==> config.mk <==
export PLATFORM = sky130hd
export DESIGN_NAME = dot_matrix_sketch_pad
export DESIGN_NICKNAME = d
export VERILOG_FILES = /design/src/rtl/dmsp_pkg.sv /design/src/rtl/dmsp_ram.sv /design/src/rtl/dmsp_cmd.sv /design/src/rtl/dmsp_sweep.sv /design/src/rtl/dot_matrix_sketch_pad.sv
export VERILOG_INCLUDE_DIRS = /design/src /design/src/rtl
export SDC_FILE = /design/constraint.sdc
export NUM_CORES = 1
export LEC_CHECK = 0
export ABC_AREA = 1
export BUFFER_PORTS_ARGS = -buffer_cell sky130_fd_sc_hd__buf_4
export CAP_MARGIN = 20
export CORE_MARGIN = 3
export CORE_UTILIZATION = 55
export CTS_BUF_LIST = sky130_fd_sc_hd__clkbuf_4
export DETAILED_ROUTE_END_ITERATION = 10
export PLACE_DENSITY = 0.73
export SLEW_MARGIN = 20
export SYNTH_ARGS = -nofsm -noshare
export SYNTH_HDL_FRONTEND = slang
export SYNTH_SLANG_ARGS = --single-unit
==> constraint.sdc <==
create_clock -name clock -period 2.4 [get_ports clock]
set_input_delay 0.24 -clock clock [delete_from_list [all_inputs] [get_ports clock]]
set_output_delay 0.24 -clock clock [all_outputs]
set_load 0.02 [all_outputs]
==> src/rtl/dot_matrix_sketch_pad_defines.svh <==
// Assertion macros for the sketch pad.
// DMSP_ASSERT_SAME: the consequent must hold in the same cycle.
// DMSP_ASSERT_NEXT: the consequent must hold one cycle later.
`ifndef DOT_MATRIX_SKETCH_PAD_DEFINES_SVH
`define DOT_MATRIX_SKETCH_PAD_DEFINES_SVH

`ifndef SYNTHESIS
`define DMSP_ASSERT_SAME(lbl, clk, rst, ante, cons) \
   lbl: assert property (@(posedge clk) disable iff (rst) (ante) |-> (cons)) \
      else $error("dmsp: same-cycle check failed");
`define DMSP_ASSERT_NEXT(lbl, clk, rst, ante, cons) \
   lbl: assert property (@(posedge clk) disable iff (rst) (ante) |=> (cons)) \
      else $error("dmsp: next-cycle check failed");
`else
`define DMSP_ASSERT_SAME(lbl, clk, rst, ante, cons)
`define DMSP_ASSERT_NEXT(lbl, clk, rst, ante, cons)
`endif

`endif

==> src/rtl/dmsp_pkg.sv <==
`default_nettype none

package dmsp_pkg;

   // fixed field widths
   localparam int COLS      = 7;
   localparam int COL_W     = 3;
   localparam int ROW_IDX_W = 4;
   localparam int COUNT_W   = 14;
   localparam int MODE_W    = 4;

   localparam logic [COUNT_W-1:0] COUNT_MAX = COUNT_W'(9999);

   // key codes
   typedef enum logic [MODE_W-1:0] {
      KEY_NONE   = 4'd0,
      KEY_RESET  = 4'd1,
      KEY_UP     = 4'd2,
      KEY_TOGGLE = 4'd3,
      KEY_LEFT   = 4'd4,
      KEY_SET    = 4'd5,
      KEY_RIGHT  = 4'd6,
      KEY_CLEAR  = 4'd7,
      KEY_DOWN   = 4'd8,
      KEY_INVERT = 4'd9
   } key_type;

   // what the row sweep does to each stored row
   typedef enum logic [1:0] {
      OP_KEEP,
      OP_CLEAR,
      OP_INVERT,
      OP_SET
   } op_type;

   typedef enum logic [1:0] {
      ST_INIT,
      ST_IDLE,
      ST_RUN,
      ST_DRAIN
   } state_type;

   typedef struct packed {
      logic [MODE_W-1:0] mode;
      logic              key_valid;
      logic              blink_phase;
   } req_type;

   typedef struct packed {
      logic [ROW_IDX_W-1:0] row_index;
      logic [COLS-1:0]      row_bits;
      logic [COUNT_W-1:0]   press_count;
      logic                 last_row;
   } rsp_type;

   // per-item context handed from the key decoder to the row sweep
   typedef struct packed {
      op_type               op;
      logic [ROW_IDX_W-1:0] cur_row;
      logic [COL_W-1:0]     cur_col;
      logic                 visible;
      logic                 blink;
      logic [COUNT_W-1:0]   count;
   } item_type;

   // one-hot dot for a column, column 0 at the MSB
   function automatic logic [COLS-1:0] col_mask(input logic [COL_W-1:0] col);
      logic [COLS-1:0]  mask;
      logic [COL_W-1:0] pos;
      mask      = '0;
      pos       = COL_W'(COLS - 1) - col;
      mask[pos] = 1'b1;
      return mask;
   endfunction

endpackage

`default_nettype wire

==> src/rtl/dmsp_ram.sv <==
`default_nettype none

// simple dual-port RAM, registered read
module dmsp_ram #(
   parameter int WIDTH = 8,
   parameter int DEPTH = 16
) (
   input  wire logic                     clock,
   input  wire logic                     wr_en,
   input  wire logic [$clog2(DEPTH)-1:0] wr_addr,
   input  wire logic [WIDTH-1:0]         wr_data,
   input  wire logic                     rd_en,
   input  wire logic [$clog2(DEPTH)-1:0] rd_addr,
   output logic      [WIDTH-1:0]         rd_data
);

   logic [WIDTH-1:0] mem [DEPTH];
   logic [WIDTH-1:0] rd_data_ff;

   always_ff @(posedge clock) begin
      if (wr_en) begin
         mem[wr_addr] <= wr_data;
      end
      if (rd_en) begin
         rd_data_ff <= mem[rd_addr];
      end
   end

   assign rd_data = rd_data_ff;

endmodule

`default_nettype wire

==> src/rtl/dmsp_cmd.sv <==
`default_nettype none

// key decoder: cursor, visibility, press counter and the pending board op
module dmsp_cmd
   import dmsp_pkg::*;
#(
   parameter int ROWS = 10
) (
   input  wire logic     clock,
   input  wire logic     reset,
   input  wire logic     acc,
   input  wire req_type  req,
   output item_type      item
);

   localparam int RA_W = $clog2(ROWS);
   localparam logic [RA_W-1:0]  ROW_LAST = RA_W'(ROWS - 1);
   localparam logic [COL_W-1:0] COL_LAST = COL_W'(COLS - 1);

   logic [RA_W-1:0]    row_ff, row_in;
   logic [COL_W-1:0]   col_ff, col_in;
   logic               vis_ff, vis_in;
   logic               blink_ff, blink_in;
   logic [COUNT_W-1:0] count_ff, count_in;
   op_type             op_ff, op_in;
   logic               counted;
   logic               rst_key;

   // decode one key beat
   always_comb begin
      row_in   = row_ff;
      col_in   = col_ff;
      vis_in   = vis_ff;
      blink_in = blink_ff;
      op_in    = op_ff;
      counted  = 1'b0;
      rst_key  = 1'b0;
      if (acc) begin
         blink_in = req.blink_phase;
         op_in    = OP_KEEP;
         if (req.key_valid) begin
            unique case (req.mode)
               KEY_RESET: begin
                  rst_key = 1'b1;
                  op_in   = OP_CLEAR;
                  row_in  = '0;
                  col_in  = '0;
                  vis_in  = 1'b1;
               end
               KEY_UP: begin
                  if (row_ff != '0) row_in = row_ff - 1'b1;
                  counted = 1'b1;
               end
               KEY_DOWN: begin
                  if (row_ff != ROW_LAST) row_in = row_ff + 1'b1;
                  counted = 1'b1;
               end
               KEY_LEFT: begin
                  if (col_ff != '0) col_in = col_ff - 1'b1;
                  counted = 1'b1;
               end
               KEY_RIGHT: begin
                  if (col_ff != COL_LAST) col_in = col_ff + 1'b1;
                  counted = 1'b1;
               end
               KEY_TOGGLE: begin
                  vis_in  = ~vis_ff;
                  counted = 1'b1;
               end
               KEY_SET: begin
                  op_in   = OP_SET;
                  counted = 1'b1;
               end
               KEY_CLEAR: begin
                  op_in   = OP_CLEAR;
                  counted = 1'b1;
               end
               KEY_INVERT: begin
                  op_in   = OP_INVERT;
                  counted = 1'b1;
               end
               default: begin
               end
            endcase
         end
      end
   end

   // press counter, decimal wrap
   always_comb begin
      count_in = count_ff;
      if (rst_key) begin
         count_in = '0;
      end else if (counted) begin
         count_in = (count_ff == COUNT_MAX) ? '0 : count_ff + 1'b1;
      end
   end

   always_ff @(posedge clock) begin
      if (reset) begin
         row_ff   <= '0;
         col_ff   <= '0;
         vis_ff   <= 1'b1;
         blink_ff <= 1'b0;
         count_ff <= '0;
         op_ff    <= OP_KEEP;
      end else begin
         row_ff   <= row_in;
         col_ff   <= col_in;
         vis_ff   <= vis_in;
         blink_ff <= blink_in;
         count_ff <= count_in;
         op_ff    <= op_in;
      end
   end

   assign item.op      = op_ff;
   assign item.cur_row = ROW_IDX_W'(row_ff);
   assign item.cur_col = col_ff;
   assign item.visible = vis_ff;
   assign item.blink   = blink_ff;
   assign item.count   = count_ff;

endmodule

`default_nettype wire

==> src/rtl/dmsp_sweep.sv <==
`default_nettype none

// row sweep: read each board row, apply the pending op, write back, emit
module dmsp_sweep
   import dmsp_pkg::*;
#(
   parameter int ROWS = 10
) (
   input  wire logic     clock,
   input  wire logic     reset,
   input  wire logic     req_valid,
   output logic          req_stall,
   input  wire item_type item,
   output logic          rsp_valid,
   input  wire logic     rsp_stall,
   output rsp_type       rsp_data
);

   localparam int RA_W = $clog2(ROWS);
   localparam logic [RA_W-1:0] ROW_LAST = RA_W'(ROWS - 1);

   state_type       state_ff, state_in;
   logic [RA_W-1:0] rd_row_ff, rd_row_in;
   logic [RA_W-1:0] dat_row_ff, dat_row_in;
   logic            dat_vld_ff, dat_vld_in;
   logic            rsp_valid_ff, rsp_valid_in;
   rsp_type         rsp_ff, rsp_in;

   logic            load;
   logic            rd_en;
   logic            wr_en;
   logic [RA_W-1:0] wr_addr;
   logic [COLS-1:0] wr_data;
   logic [COLS-1:0] rd_data;
   logic [COLS-1:0] col_bit;
   logic            on_cursor;
   logic [COLS-1:0] stored_new;
   logic [COLS-1:0] shown;

   dmsp_ram #(
      .WIDTH (COLS),
      .DEPTH (ROWS)
   ) u_ram (
      .clock   (clock),
      .wr_en   (wr_en),
      .wr_addr (wr_addr),
      .wr_data (wr_data),
      .rd_en   (rd_en),
      .rd_addr (rd_row_ff),
      .rd_data (rd_data)
   );

   // the RAM read register doubles as a holding stage while the output stalls
   assign load  = dat_vld_ff && (!rsp_valid_ff || !rsp_stall);
   assign rd_en = (state_ff == ST_RUN) && (!dat_vld_ff || load);

   // next state
   always_comb begin
      state_in = state_ff;
      unique case (state_ff)
         ST_INIT:  if (rd_row_ff == ROW_LAST) state_in = ST_IDLE;
         ST_IDLE:  if (req_valid) state_in = ST_RUN;
         ST_RUN:   if (rd_en && rd_row_ff == ROW_LAST) state_in = ST_DRAIN;
         ST_DRAIN: if (load) state_in = ST_IDLE;
         default:  state_in = ST_INIT;
      endcase
   end

   // state outputs: clearing pass writes zeros, otherwise write back on load
   always_comb begin
      req_stall = 1'b1;
      wr_en     = load;
      wr_addr   = dat_row_ff;
      wr_data   = stored_new;
      unique case (state_ff)
         ST_INIT: begin
            wr_en   = 1'b1;
            wr_addr = rd_row_ff;
            wr_data = '0;
         end
         ST_IDLE:  req_stall = 1'b0;
         ST_RUN:   req_stall = 1'b1;
         ST_DRAIN: req_stall = 1'b1;
         default:  req_stall = 1'b1;
      endcase
   end

   // row pointers and the read-data flag
   always_comb begin
      rd_row_in  = rd_row_ff;
      dat_row_in = dat_row_ff;
      if (state_ff == ST_INIT || rd_en) begin
         rd_row_in = (rd_row_ff == ROW_LAST) ? '0 : rd_row_ff + 1'b1;
      end
      if (rd_en) begin
         dat_row_in = rd_row_ff;
      end
      dat_vld_in = rd_en || (dat_vld_ff && !load);
   end

   // modify the row and overlay the cursor
   always_comb begin
      col_bit   = col_mask(item.cur_col);
      on_cursor = (ROW_IDX_W'(dat_row_ff) == item.cur_row);
      case (item.op)
         OP_CLEAR:  stored_new = '0;
         OP_INVERT: stored_new = ~rd_data;
         OP_SET:    stored_new = on_cursor ? (rd_data | col_bit) : rd_data;
         default:   stored_new = rd_data;
      endcase
      shown = stored_new;
      if (item.visible && on_cursor) begin
         shown = item.blink ? (stored_new & ~col_bit) : (stored_new | col_bit);
      end
   end

   // output register
   always_comb begin
      rsp_in       = rsp_ff;
      rsp_valid_in = load || (rsp_valid_ff && rsp_stall);
      if (load) begin
         rsp_in.row_index   = ROW_IDX_W'(dat_row_ff);
         rsp_in.row_bits    = shown;
         rsp_in.press_count = item.count;
         rsp_in.last_row    = (dat_row_ff == ROW_LAST);
      end
   end

   always_ff @(posedge clock) begin
      if (reset) begin
         state_ff     <= ST_INIT;
         rd_row_ff    <= '0;
         dat_vld_ff   <= 1'b0;
         rsp_valid_ff <= 1'b0;
      end else begin
         state_ff     <= state_in;
         rd_row_ff    <= rd_row_in;
         dat_vld_ff   <= dat_vld_in;
         rsp_valid_ff <= rsp_valid_in;
      end
   end

   always_ff @(posedge clock) begin
      dat_row_ff <= dat_row_in;
      rsp_ff     <= rsp_in;
   end

   assign rsp_valid = rsp_valid_ff;
   assign rsp_data  = rsp_ff;

endmodule

`default_nettype wire

==> src/rtl/dot_matrix_sketch_pad.sv <==
// Dot-matrix sketch pad: a bitmap editor for a ROWS x 7 dot display.
// Input channel req_*: one beat per key event (mode, key_valid, blink_phase).
// Result channel rsp_*: ROWS beats per input beat, top row first, each with
// the row's dots (column 0 at the MSB), the keypress count and a last_row
// flag on the final row. The cursor dot is shown on even blink phases and
// hidden on odd ones while the cursor is visible.
// The first row passes through the RAM read register and then the output
// register once the input beat is taken; the rows then follow one per
// cycle while rsp_stall stays low. Each input beat is served by a single
// read-modify-write pass over the board RAM.
// req_stall is high for the whole pass; the next beat is taken as soon as
// the last row has entered the output register, even if it is still held.
// rsp_stall holds the current row and pauses the pass without loss.
// Reset (synchronous, active high) clears the cursor, counter and stall
// state and then runs a clearing pass over the board RAM, during which
// req_stall stays high. The reset key restores the cursor and counter as reset
// does, clearing the board during its own pass.
`default_nettype none

`include "dot_matrix_sketch_pad_defines.svh"

module dot_matrix_sketch_pad
   import dmsp_pkg::*;
#(
   parameter int ROWS = 10
) (
   input  wire logic    clock,
   input  wire logic    reset,
   input  wire logic    req_valid,
   output logic         req_stall,
   input  wire req_type req_data,
   output logic         rsp_valid,
   input  wire logic    rsp_stall,
   output rsp_type      rsp_data
);

   localparam logic [ROW_IDX_W-1:0] ROW_LAST = ROW_IDX_W'(ROWS - 1);

   logic     req_acc;
   item_type item;

   assign req_acc = req_valid && !req_stall;

   dmsp_cmd #(
      .ROWS (ROWS)
   ) u_cmd (
      .clock (clock),
      .reset (reset),
      .acc   (req_acc),
      .req   (req_data),
      .item  (item)
   );

   dmsp_sweep #(
      .ROWS (ROWS)
   ) u_sweep (
      .clock     (clock),
      .reset     (reset),
      .req_valid (req_valid),
      .req_stall (req_stall),
      .item      (item),
      .rsp_valid (rsp_valid),
      .rsp_stall (rsp_stall),
      .rsp_data  (rsp_data)
   );

   // a taken key beat starts a pass, so the input closes at once
   `DMSP_ASSERT_NEXT(a_acc_closes, clock, reset, req_acc, req_stall)
   // rows stay on the board
   `DMSP_ASSERT_SAME(a_row_range, clock, reset, rsp_valid, rsp_data.row_index <= ROW_LAST)
   // last_row marks exactly the bottom row
   `DMSP_ASSERT_SAME(a_last_row, clock, reset, rsp_valid,
      rsp_data.last_row == (rsp_data.row_index == ROW_LAST))
   // count stays decimal
   `DMSP_ASSERT_SAME(a_count_range, clock, reset, rsp_valid, rsp_data.press_count <= COUNT_MAX)

endmodule

`default_nettype wire

==> run metrics <==
hold path depth=4; Multi-input gate area=between 2000 and 2500 um^2; Avg Cell Area, Syn=about 9.3 um^2; post-route setup slack=between 0.2 and 0.3 ns; Ys Warns=0; Worst-path clk slew=roughly 0.12 ns; # rows=39; CTS H-tree lvls=4; area share of fa/ha/maj cells after synthesis=between 2 and 3%; First DRT Iteration DRCs=slightly above 500; pwr dens=about 630 nW/um^2; Skew-Pair Late Insertion Delay=~0.55 ns; commonest non-fill, non-tap cell in the layout=nand2_1; share of cells above drive strength 1=between 10% and 20%; Hold Path Sink=u_cmd.col_ff[2]$_SDFFE_PP0P_; Ports=38; Placement Setup Slack=about 0.33 ns; Final Hold Viols=0; period utilization=88.5%; static leakage power=around 3 nW; reg-to-reg slack, setup=roughly 0.28 ns; reg-to-reg critical path endpoint=u_sweep.u_ram.mem[3][4]$_DFFE_PP_; Crit Path Class=reg -> reg; routed vias=between 5000 and 6000; worst-margin pin slew=0.570 ns; number of buffers created by CTS=17; Die ar.=around 13000 um^2; clk_skew=roughly 0.022 ns; Max Slew Vio Count=0; hold_sp=req_data[2]; main combinational cell family by area after synthesis=simple AND/OR/NAND/NOR gates; Port Buffers=37; Worst Path Arrival=around 2.4 ns; CP endpoint kind=flip-flop; # diodes=0; mux cell area share after synthesis=0%; Seq/Total Area, Yosys=between 50% and 60%; r2r startpoint=u_sweep.state_ff[0]$_SDFFE_PP0P_; pin count of the biggest net entering global routing=27; Initial Util=between 50% and 60%; nets=about 790; DRT Pass-1 Iters=5; gpl congestion=between 0.9 and 1; HPWL after DPL=approximately 10 mm; simple-gate share of the synthesized area=23.6%; Chip Height=around 110 um; syn nets=around 700; clk buf depth=2; setup_tns=0 ns; Max transition margin=between 60% and 70%; mapped cell area=approximately 6500 um^2; Detailed Route WL=roughly 14 mm; vias in the first global route=4747; post-synthesis xor/xnor area fraction=0.268%; post-synthesis register bit count=between 100 and 150; initial antenna violation count=0; Final ANT Viol Nets=0; register area=3870 um^2; maximum vdd ir drop=490 uV; design area=roughly 7400 um^2; Yosys top cell by area=edfxtp_1; maxcap violations=0; synthesis-to-finish area growth=13.0%; wire per inst=between 15 and 20 um; min cycle time layout=between 2 and 2.5 ns; TritonCTS clock tree=yes; dpl cell area=between 7000 and 8000 um^2; outcome=completed; most frequent cells in the layout=nand2_1 (160), edfxtp_1 (107), nor2_1 (97); clk sinks=140; top cells by area, synth=edfxtp_1 (49%), dfxtp_1 (10%), nand2_1 (9.2%), nor2_1 (5.6%), inv_1 (3.6%); Worst Hold Class=in -> reg; fmax=~0.47 GHz; top cell type's share of synthesized area=around 49%; via/cell ratio=between 5 and 6; Hold WS=just under 0.03 ns; Compound-Gate Fraction of Synth Area=around 8.5%; core box area=approximately 12000 um^2; final setup fails=0; CP required=~2.7 ns; first-pass GRT wire length=23.4 mm; RSZ-0062 raised after global routing=no; Synth Instances=~700; DRC=0; Crit Path Max Fanout=18; R2R cell count=6; layout filler cell count=~950; remaining global-route overflow=0; startpoint types=flip-flop; CTS root buf=clkbuf_4; GRT Total Usage=23.3%; Synth cell types=39; Die Wd=roughly 110 um
==> critical path: stages (launching register included) <==
cell and delay (ns):
dfxtp_1 0.41, inv_1 0.09, ha_1 0.40, o21ai_0 0.38, nand3_1 0.21, nor2_1 0.14, buf_4 0.18
==> sequential cells by signal, summed over array words and instances, names as in the netlist <==
signal                 cells
u_cmd.blink_ff             1
u_cmd.col_ff               3
u_cmd.count_ff            14
u_cmd.op_ff                2
u_cmd.row_ff               4
u_cmd.vis_ff               1
u_sweep.dat_row_ff         4
u_sweep.dat_vld_ff         1
u_sweep.rd_row_ff          4
u_sweep.rsp_data          26
u_sweep.rsp_valid          1
u_sweep.state_ff           2
u_sweep.u_ram.mem         70
u_sweep.u_ram.rd_data      7
==> repair_timing <==
item / CTS / global route
endpoints found under the hold margin: 11 / 0
hold buffers: 3 / 0
resized for setup: 0 / 0
setup buffers: 0 / 0
==> per-stage QoR <==
step	power [mW]	util [%]	instances
floorplan	3.09	-	699
global placement	3.26	61.5	886
detailed placement	3.27	61.5	886
CTS	4.69	64.0	921
global route	4.86	64.0	921
finish	4.65	64.0	921
==> cells by family (layout without fill, tap and decap cells) <==
family,Yosys count,in the layout
simple gates,352,352
xor+xnor,2,2
buf+inv,95,174
fa+ha+maj,12,12
flops,140,140
compound gates,98,98
==> cells in the mapped netlist (all sizes together) <==
cell type / instances
a22oi: 8
nor2: 106
edfxtp: 107
xor2: 1
or2: 9
o211ai: 9
a21oi: 25
o21ai: 50
xnor2: 1
buf: 8
o31ai: 1
nand3: 40
nand4: 22
clkbuf: 10
nor4: 2
nor3b: 2
a31o: 1
nand2: 163
nor3: 7
o32ai: 1
ha: 10
o2111ai: 3
clkinv: 3
fa: 2
inv: 74
nand3b: 1
dfxtp: 33
==> final cells by class <==
class	instances	area share [%]
Sequential cell	140	52.5
Multi-Input combinational cell	464	30.9
Timing Repair Buffer	65	6.72
Inverter	77	3.92
Tap cell	143	2.43
Clock buffer	21	2.14
Clock inverter	11	1.37
==> layer usage <==
metal / part of all wire (%) / vias up / GRT usage, %
li1: - / 2497 / -
met1: 44 / 2353 / 30.2
met2: 47 / 188 / 37.4
met3: 6.5 / 33 / 6.84
met4: 2.2 / 0 / 9.00
met5: 0 / - / 0
==> worst max path at each step <==
stage,to,depth (start not counted),start
2_1_floorplan,u_sweep.u_ram.mem[3][0]$_DFFE_PP_,8,u_sweep.state_ff[0]$_SDFFE_PP0P_
3_3_place_gp,u_sweep.u_ram.mem[6][3]$_DFFE_PP_,7,u_sweep.state_ff[0]$_SDFFE_PP0P_
3_5_place_dp,u_sweep.u_ram.mem[2][1]$_DFFE_PP_,6,u_sweep.state_ff[0]$_SDFFE_PP0P_
4_1_cts,u_sweep.u_ram.mem[2][6]$_DFFE_PP_,6,u_sweep.state_ff[0]$_SDFFE_PP0P_
5_1_grt,u_sweep.u_ram.mem[2][1]$_DFFE_PP_,6,u_sweep.state_ff[0]$_SDFFE_PP0P_
6_report,u_sweep.u_ram.mem[3][4]$_DFFE_PP_,6,u_sweep.state_ff[0]$_SDFFE_PP0P_
==> power breakdown <==
| group | leakage (nW) | internal [mW] | switching [mW] |
|---|---|---|---|
| sequential | 1.29 | 2.73 | 0.0319 |
| combinational | 1.56 | 0.150 | 0.310 |
| clock | 0.146 | 0.641 | 0.788 |
| total | 2.99 | 3.52 | 1.13 |
Power figures use the tool's default switching activity.
